--- src/hdl/swmf_pkg.sv ---
`timescale 1ns / 1ps

package swmf_pkg;

    localparam int MAX_WIDTH_DEF  = 2048;
    localparam int MAX_WINDOW_DEF = 7;
    localparam int PIX_W          = 8;
    localparam int ROW_W          = 12;
    localparam int COL_W          = 11;
    localparam int WSIZE_W        = 3;
    localparam int IWIDTH_W       = 12;
    localparam int IHEIGHT_W      = 13;
    localparam int CFG_IDX_W      = 2;
    localparam int CFG_DATA_W     = 13;
    localparam int MAX_HEIGHT     = 4096;

    localparam logic [CFG_IDX_W-1:0] REG_WINDOW_SIZE  = 2'd0;
    localparam logic [CFG_IDX_W-1:0] REG_IMAGE_WIDTH  = 2'd1;
    localparam logic [CFG_IDX_W-1:0] REG_IMAGE_HEIGHT = 2'd2;

    typedef struct packed {
        logic load;
        logic shift;
    } cell_ctrl_t;

endpackage

--- src/hdl/swmf_cell.sv ---
`timescale 1ns / 1ps

// One compare-exchange cell of the odd-even transposition sorting chain.
// On load it takes a window pixel or a pad value; on each shift cycle it
// exchanges with its neighbor in the phase that the parity selects.
module swmf_cell
(
    input  logic                           clk,
    input  swmf_pkg::cell_ctrl_t           ctrl,
    input  logic [swmf_pkg::PIX_W-1:0]     load_val,
    input  logic [swmf_pkg::PIX_W-1:0]     left_val,
    input  logic                           has_left,
    input  logic [swmf_pkg::PIX_W-1:0]     right_val,
    input  logic                           has_right,
    input  logic                           pair_right,
    output logic [swmf_pkg::PIX_W-1:0]     val
);

    logic [swmf_pkg::PIX_W-1:0] val_reg;
    logic [swmf_pkg::PIX_W-1:0] val_next;

    always_comb
    begin
        val_next = val_reg;
        if (ctrl.load)
        begin
            val_next = load_val;
        end
        else if (ctrl.shift)
        begin
            if (pair_right && has_right)
            begin
                val_next = (val_reg < right_val) ? val_reg : right_val;
            end
            else if (!pair_right && has_left)
            begin
                val_next = (left_val > val_reg) ? left_val : val_reg;
            end
        end
    end

    always_ff @(posedge clk)
    begin
        val_reg <= val_next;
    end

    assign val = val_reg;

endmodule

--- config.mk ---
export PLATFORM = sky130hd
export DESIGN_NAME = swmf_cell
export DESIGN_NICKNAME = d
export VERILOG_FILES = /design/src/hdl/swmf_pkg.sv /design/src/hdl/swmf_cell.sv
export SDC_FILE = /design/constraint.sdc
export NUM_CORES = 1
export LEC_CHECK = 0
export BUFFER_PORTS_ARGS = -buffer_cell sky130_fd_sc_hd__buf_2
export CAP_MARGIN = 10
export CORE_ASPECT_RATIO = 0.7
export CORE_MARGIN = 5
export CORE_UTILIZATION = 36
export DETAILED_ROUTE_END_ITERATION = 10
export GPL_ROUTABILITY_DRIVEN = 1
export RECOVER_POWER = 100
export SYNTH_ARGS = -nofsm -noshare
export SYNTH_HDL_FRONTEND = slang
export SYNTH_SLANG_ARGS = --single-unit
--- constraint.sdc ---
create_clock -name clk -period 2.4 [get_ports clk]
set_clock_uncertainty 0.05 [all_clocks]
set_input_delay 0.12 -clock clk [delete_from_list [all_inputs] [get_ports clk]]
set_output_delay 0.12 -clock clk [all_outputs]
set_load 0.01 [all_outputs]
# --- After elaboration in Yosys (flattened, before gate mapping) ---
# Cells that the tools add are included.
word_totals:
  ff_bits: 8
  inputBits: 30
  output_inout_bits: 8
  wordCells: 17
op_classes:
  n_lt_le_gt_ge: 2
  n_eq_ne: 1
  mux: 6
  reduce_logical: 7
ops:
  columns: ["cell", "count"]
  rows:
  - ["8-bit two-way mux", 6]
  - ["8-bit > comparator", 1]
  - ["8-bit < comparator", 1]
  - ["3-bit nonzero test", 2]
  - ["4-bit AND reduction", 1]
  - ["3-bit != test (second input constant)", 1]
  - ["1-bit logical AND", 2]
  - ["2-bit nonzero test", 1]
  - ["1-bit logical NOT", 1]

# --- Longest topological paths before layout ---
# Gate-level depths: netlist of the first run.
logic_depth:
  ltp_word: 6
  ltp_mapped: 7
  depth_no_buf: 7

# --- Worst setup path before layout of the first run ---
# Ideal clock, no wire load.
synth_timing:
  kind: "register to register"
  startpoint: "reg val_reg, in the netlist val[1]"
  endpoint: "reg val_reg, in the netlist val[0] (enable)"
  setup_ns: 0.375
  t_arrival_ns: 1.603
  required_ns: 1.975
  setup_slack_ns: 0.372
  path_stages_with_launch: 8
  path_buffers: 0
  period_less_slack_ns: 2.028
  path_cell_list: "edfxtp_1 -> inv_1 -> ha_1 -> nor2b_1 -> o211ai_1 -> a21oi_1 -> o221ai_1 -> a21oi_1"
synth_between:
  elab_chain_len: 3
  elab_cells_between_ends: 5
  cone_classes: "order compare: 2; eq/ne: 1; reduce/logical: 2"
synth_lines:
  columns: ["item", "line_no", "source"]
  rows:
  - ["start, declared", "swmf_cell.sv:19", "logic [swmf_pkg::PIX_W-1:0] val_reg;"]
  - ["start signal, assigned", "swmf_cell.sv:44", "val_reg <= val_next;"]
  - ["8-bit < comparator or 8-bit > comparator (tied branches)", "swmf_cell.sv:33, swmf_cell.sv:37", null]
  - ["3-bit != test (no line) or 3-bit nonzero test (tied branches)", null, null]
  - ["4-bit AND reduction (no line) (*)", null, null]
# Mark *: on every way between the ends. The rest lies on a longest branch, timed or not.
# A chain may end at the register's enable or synchronous reset.

# --- Final worst setup path of the first run ---
layout_timing:
  startpoint: "reg val_reg, in the netlist val[1]"
  endpoint: "reg val_reg, in the netlist val[7] (enable)"
# The elaborated chain is that of the path after synthesis.

==> results of run 1 <==
## worst max path at each step
stage,slack (ps),end,depth (start not counted)
floorplan,370,val[0]$_DFFE_PP_,7
global placement,620,val[5]$_DFFE_PP_,8
detailed placement,550,val[1]$_DFFE_PP_,8
CTS,540,val[7]$_DFFE_PP_,8
global route,410,val[5]$_DFFE_PP_,8
finish,550,val[7]$_DFFE_PP_,8
## Yosys cell counts
library cell / n / area (µm²)
edfxtp_1: 8 / 240
o221ai_1: 1 / 8.76
a21oi_1: 8 / 40.0
or3_1: 1 / 6.26
o21ai_0: 10 / 50.1
nand2b_1: 1 / 6.26
and3_1: 1 / 6.26
nand2_4: 1 / 11.3
nand3_1: 1 / 5.00
o211ai_1: 2 / 15.0
and2b_2: 1 / 8.76
clkbuf_1: 2 / 7.51
mux2i_1: 8 / 80.1
nand4_1: 2 / 12.5
a21o_1: 1 / 7.51
inv_1: 15 / 56.3
ha_1: 15 / 188
nor2b_1: 1 / 6.26
a221oi_2: 1 / 15.0
nand2_1: 11 / 41.3
## critical path, delay by kind of cell (launching register included)
family / cells / cell delay, ps
AOI/OAI and AO/OA: 4 / 480
adders and majority gates: 1 / 280
buffers and inverters: 2 / 260
DFF: 1 / 370
and+or+nand+nor: 1 / 120
## through the flow
| step | power, µW | util | std cells | cell area [µm²] |
|---|---|---|---|---|
| CTS | 478 | 0.492 | 162 | 1060 |
| global route | 507 | 0.483 | 162 | 1040 |
| global placement | 358 | 0.481 | 159 | 1040 |
| floorplan | 289 | - | 91 | 812 |
| detailed placement | 363 | 0.481 | 159 | 1040 |
| finish | 465 | 0.483 | 162 | 1040 |
## final cells by class
| class | count | area, µm² | area share |
|---|---|---|---|
| Inverter | 15 | 56.3 | 0.0541 |
| Sequential cell | 8 | 240 | 0.231 |
| Multi-Input combinational cell | 66 | 500 | 0.481 |
| Tap cell | 32 | 40.0 | 0.0385 |
| Timing Repair Buffer | 38 | 181 | 0.174 |
| Clock buffer | 3 | 22.5 | 0.0216 |
## logic make-up (layout without fill, tap and decap cells)
logic type	Yosys count	after routing	share of synthesized area
AOI/OAI and AO/OA	23	23	0.168
buffers and inverters	17	56	0.0786
DFF	8	8	0.296
muxes	8	8	0.0986
and+or+nand+nor	20	20	0.128
adders and majority gates	15	15	0.231
## power breakdown
part	internal, µW	total (µW)	switching [µW]
sequential	176	188	12.2
combinational	74.8	166	91.1
clock	57.7	111	53.7
## layer usage
| metal | wire length, µm | track usage | share of wire |
|---|---|---|---|
| met1 | 944 | 0.163 | 0.45 |
| met2 | 1020 | 0.207 | 0.48 |
| met3 | 117 | 0.0477 | 0.056 |
| met4 | 21 | 0.0507 | 0.010 |
| met5 | 0 | 0 | 0 |
==> results by group, run 1 <==
Run status
  – Status: completed

Clocking
  – Root Driver: clkbuf_4
  – Clk_lat worst skew: 260 ps
  – CTS tree: built
  – Post-CTS resize count: 0
  – H-tree levels: 1
  – CTS max path bufs: 2
  – Num CTS Buffers: 3
  – Post-CTS Setup Inserts: 0
  – Worst-path clk slew: ~70 ps
  – Hold buffer count at CTS: 0
  – Clock sink count: 8

Route
  – Final wirelength: ~2100 µm
  – Avg Vias per Cell: around 4.8
  – Post-route ant nets: 0
  – # DRC: 0
  – Initial DRT Pass Iterations: 4
  – Vias: a little under 800
  – Drt initial violations: 14
  – WL/cell: ~13 µm

GRT
  – Grt ovf: 0
  – Vias in the first global route: ~700
  – Total GRT Usage: 0.132
  – Initial antenna violation count: 0
  – Pin count of the biggest net entering global routing: 20
  – Global-route wire length before repair: 3240 µm

Floorplan
  – Initial Util: 0.377
  – Die Ht: 49.7 µm
  – Placeable Area: around 2200 µm²
  – # IOs: 38
  – Die Wd: 66.8 µm
  – Die area: 3320 µm²
  – FP Rows: 14

Power
  – Cell area power density: around 450 nW/µm²
  – P_leak: 0.000563 µW
  – Max VDD drop: about 0.19 mV

Worst hold path
  – Hold path start: load_val[2]
  – Hold Path End: val[2]$_DFFE_PP_
  – Hold WC Path Type: input port to flip-flop
  – Cell depth of the worst hold path: 3

Timing
  – Rel. slew slack: 0.676
  – Final Critical Period: 1850 ps
  – Slew @ Worst Pin: between 400 and 500 ps
  – Max Freq: about 540 MHz
  – TNS Setup: 0 ps
  – RSZ-0062 raised after global routing: false
  – Final hold viol count: 0
  – Fin. max-slew vios: 0
  – Final number of setup-violating endpoints: 0
  – Crit share post-route: 0.770
  – Final Hold Slack: about 80 ps
  – Final WS setup: roughly 550 ps

Place
  – I/O Buffers: 37
  – DP Worst Slack: between 500 and 600 ps
  – DP Wirelength: around 1700 µm
  – Final Wtd Congestion: between 0.7 and 0.8

Worst setup path
  – WP data required: about 2300 ps
  – Startpoint types: flip-flop
  – CP dominant cell by count: a21oi_1
  – Worst reg2reg endpoint: val[7]$_DFFE_PP_
  – FF-to-FF Start: val[1]$_DFFE_PP_
  – CP Class: flip-flop to flip-flop
  – Max incr delay on CP: 370 ps
  – Crit path DAT: between 1500 and 2000 ps
  – CP max FO: 8
  – Crit path from: val[1]$_DFFE_PP_
  – Slowest CP cell: edfxtp_1
  – CP Cell Sequence: inv_1 -> ha_1 -> nor2b_1 -> o211ai_1 -> a21oi_1 -> o221ai_1 -> a21oi_1 -> buf_4
  – R2R cell count: 8
  – CP Capture Type: flip-flop
  – FF-to-FF setup slack: between 500 and 600 ps

Layout
  – Commonest non-fill, non-tap cell in the layout: buf_2
  – Fill count: 224
  – Area Overhead vs Synth: 28.2%
  – Share of layout cells above drive strength 1: 0.262
  – Commonest cells after routing, fill and taps aside: 28 x buf_2, 15 x inv_1, 15 x ha_1
  – Max reg flops: 8
  – N_diodes: 0
  – Nets@finish: around 180

Synthesis
  – Synth Instances: 91
  – Syn nets: between 100 and 150
  – Post-synthesis cell type count: 20
  – Synth warn: 0
  – Seq/Total Area, Yosys: 0.296
  – Post-synthesis sequential element count: 8
  – Mapped cell area: approximately 810 µm²
  – Mean post-synth cell area: 8.92 µm²

Run
  – Max-cap violations: 0
(Power assumes the default switching activity.)
==> run 2, diff against run 1 <==
==> constraint.sdc (replaced) <==
create_clock -name clk -period 1.7 [get_ports clk]
set_clock_uncertainty 0.05 [all_clocks]
set_input_delay 0.085 -clock clk [delete_from_list [all_inputs] [get_ports clk]]
set_output_delay 0.085 -clock clk [all_outputs]
set_load 0.01 [all_outputs]
==> run 2 against run 1 <==
Compared with the run above: the flow now finishes with violations (negative setup slack); flip-flop and latch count is the same; power grew 49%; worst setup slack lost 660 ps; first-iteration DRC count grew 36%; largest power group is now combinational logic; via count grew 4.5%; critical endpoint is now val[6]$_DFFE_PP_; sequential share of layout area shrank 1.7 points; critical path type unchanged; die area is the same; sequential power grew 40%; utilization grew 3.8 points; final area grew 7.9%.
==> results by group, run 2 (synthesis results as in run 1) <==
Run status
  – Status: complete, but fails checks
  – Failing checks: negative setup slack

Run
  – Max-cap violations: 0

Floorplan
  – Die Ht: just under 50 µm
  – Die Wd: between 60 and 70 µm
  – Placeable Area: 2150 µm²
  – Initial Util: 0.377
  – # IOs: 38
  – Die area: roughly 3300 µm²
  – FP Rows: 14

Layout
  – Commonest non-fill, non-tap cell in the layout: buf_2
  – Area Overhead vs Synth: 38.4%
  – Share of layout cells above drive strength 1: 0.346
  – Storage cell area: 240 µm²
  – Nets@finish: around 180
  – Fill count: approximately 230
  – N_diodes: 0
  – Commonest cells after routing, fill and taps aside: 31 x buf_2, 14 x inv_1, 14 x ha_1
  – Post-layout util: 0.521
  – Max reg flops: 8
  – Footprint of the multi-input gates: 538 µm²
  – Post-route cell area: around 1100 µm²

Clocking
  – CTS max path bufs: 2
  – Root Driver: clkbuf_4
  – Clock sink count: 8
  – Num CTS Buffers: 3
  – Clk_lat worst skew: between 200 and 300 ps
  – CTS tree: built
  – H-tree levels: 1
  – Worst-path clk slew: 50 ps

Place
  – DP Wirelength: around 1900 µm
  – Final Wtd Congestion: 0.827
  – I/O Buffers: 37
  – Placed Area: 1080 µm²
  – DP Worst Slack: -166 ps

Worst hold path
  – Cell depth of the worst hold path: 3
  – Hold path start: load_val[2]
  – Hold WC Path Type: input port to flip-flop
  – Hold Path End: val[2]$_DFFE_PP_

Route
  – Post-route ant nets: 0
  – Initial DRT Pass Iterations: 4
  – Drt initial violations: 19
  – Vias: between 800 and 900
  – Final wirelength: around 2200 µm
  – WL/cell: approximately 13 µm
  – # DRC: 0
  – Avg Vias per Cell: 4.82

Timing
  – Slew @ Worst Pin: around 670 ps
  – RSZ-0062 raised after global routing: true
  – Final hold viol count: 0
  – Rel. slew slack: 0.553
  – Final number of setup-violating endpoints: 8
  – Max Freq: ~550 MHz
  – Crit share post-route: 1.06
  – Final WS setup: -104 ps
  – Fin. max-slew vios: 0
  – Final Critical Period: between 1500 and 2000 ps

Power
  – Combinational cell fraction of total power: 0.410
  – Switching Share: 0.328
  – Sequential Power Share: 0.382
  – Clock share of power: 0.209
  – Cell area power density: around 620 nW/µm²
  – Max VDD drop: 0.460 mV
  – P_leak: 0.000604 µW
  – Cell Int Power: 466 µW
  – Net Switching: between 200 and 250 µW

Worst setup path
  – Startpoint types: flip-flop
  – FF-to-FF setup slack: -100 ps
  – CP Class: flip-flop to flip-flop
  – WP data required: approximately 1600 ps
  – CP top delay family: compound AO/OA/AOI/OAI gates
  – CP Capture Type: flip-flop
  – Crit path DAT: between 1500 and 2000 ps
  – CP max FO: 8
  – R2R cell count: 8
  – Slowest CP cell: edfxtp_1
  – Crit path buffers/inverters: 2
  – FF-to-FF Start: val[1]$_DFFE_PP_
  – CP Cell Sequence: inv_2 -> ha_4 -> nor2b_4 -> o211ai_1 -> a21oi_1 -> o221ai_2 -> a21oi_2 -> buf_6
  – Worst reg2reg endpoint: val[6]$_DFFE_PP_
  – Max incr delay on CP: 350 ps

GRT
  – Grt ovf: 0
  – Global-route wire length before repair: 3620 µm
  – Total GRT Usage: 0.146
  – Initial antenna violation count: 0
  – Vias in the first global route: 789
  – Pin count of the biggest net entering global routing: 20
## run 2: cell types whose count changed in the layout (fill, tap and decap cells not counted), sizes merged
| cell | delta |
|---|---|
| buf | +6 |
## run 2: layer usage
metal / vias up / global-route usage / part of all wire
met5: - / 0 / 0
met4: 0 / 0.0507 / 0.014
met3: 4 / 0.0318 / 0.047
met2: 18 / 0.222 / 0.47
met1: 371 / 0.201 / 0.47
li1: 416 / - / -
## run 2: stage by stage
stage	power, µW	cells	TNS (ps)	hold WS [ps]
CTS	701	168	-881	58.8
global placement	527	164	-1100	317
global route	750	168	-1480	61.2
floorplan	409	91	-1190	222
detailed placement	535	164	-1330	326
finish	693	168	-803	61.9
## run 2: worst max-delay path by stage
stage | start | to | slack (ps) | cells after the start
floorplan | val[1]$_DFFE_PP_ | val[0]$_DFFE_PP_ | -150 | 7
global placement | val[1]$_DFFE_PP_ | val[4]$_DFFE_PP_ | -140 | 8
detailed placement | val[1]$_DFFE_PP_ | val[6]$_DFFE_PP_ | -170 | 8
CTS | val[1]$_DFFE_PP_ | val[6]$_DFFE_PP_ | -110 | 8
global route | val[1]$_DFFE_PP_ | val[1]$_DFFE_PP_ | -190 | 8
finish | val[1]$_DFFE_PP_ | val[6]$_DFFE_PP_ | -100 | 8
## run 2: layout make-up
cell class | instances | share of cell area
well taps | 32 | 0.0356
multi-input cells | 66 | 0.479
clock buffers | 3 | 0.0200
flip-flops and latches | 8 | 0.214
inverters | 15 | 0.0501
repair buffers | 44 | 0.202
## run 2: tightest hold or removal path, cell delays in order
cell     delay (ps)
buf_2            70
nand2_1          40
o21ai_0          60
## run 2: power by group through the flow
stage | Sequential [µW] | Combinational (µW) | Clock, µW
floorplan | 277 | 132 | 0
global route | 266 | 317 | 167
global placement | 267 | 260 | 0
CTS | 264 | 288 | 149
detailed placement | 267 | 268 | 0
finish | 264 | 284 | 144
## run 2: timing repair
item | in CTS | in global routing
setup buffers | 1 | 0
endpoints found under the setup margin | 8 | 8
resized for setup | 6 | 1
hold buffers | 0 | 0
pin swaps | 1 | 2
gates cloned | 0 | 0
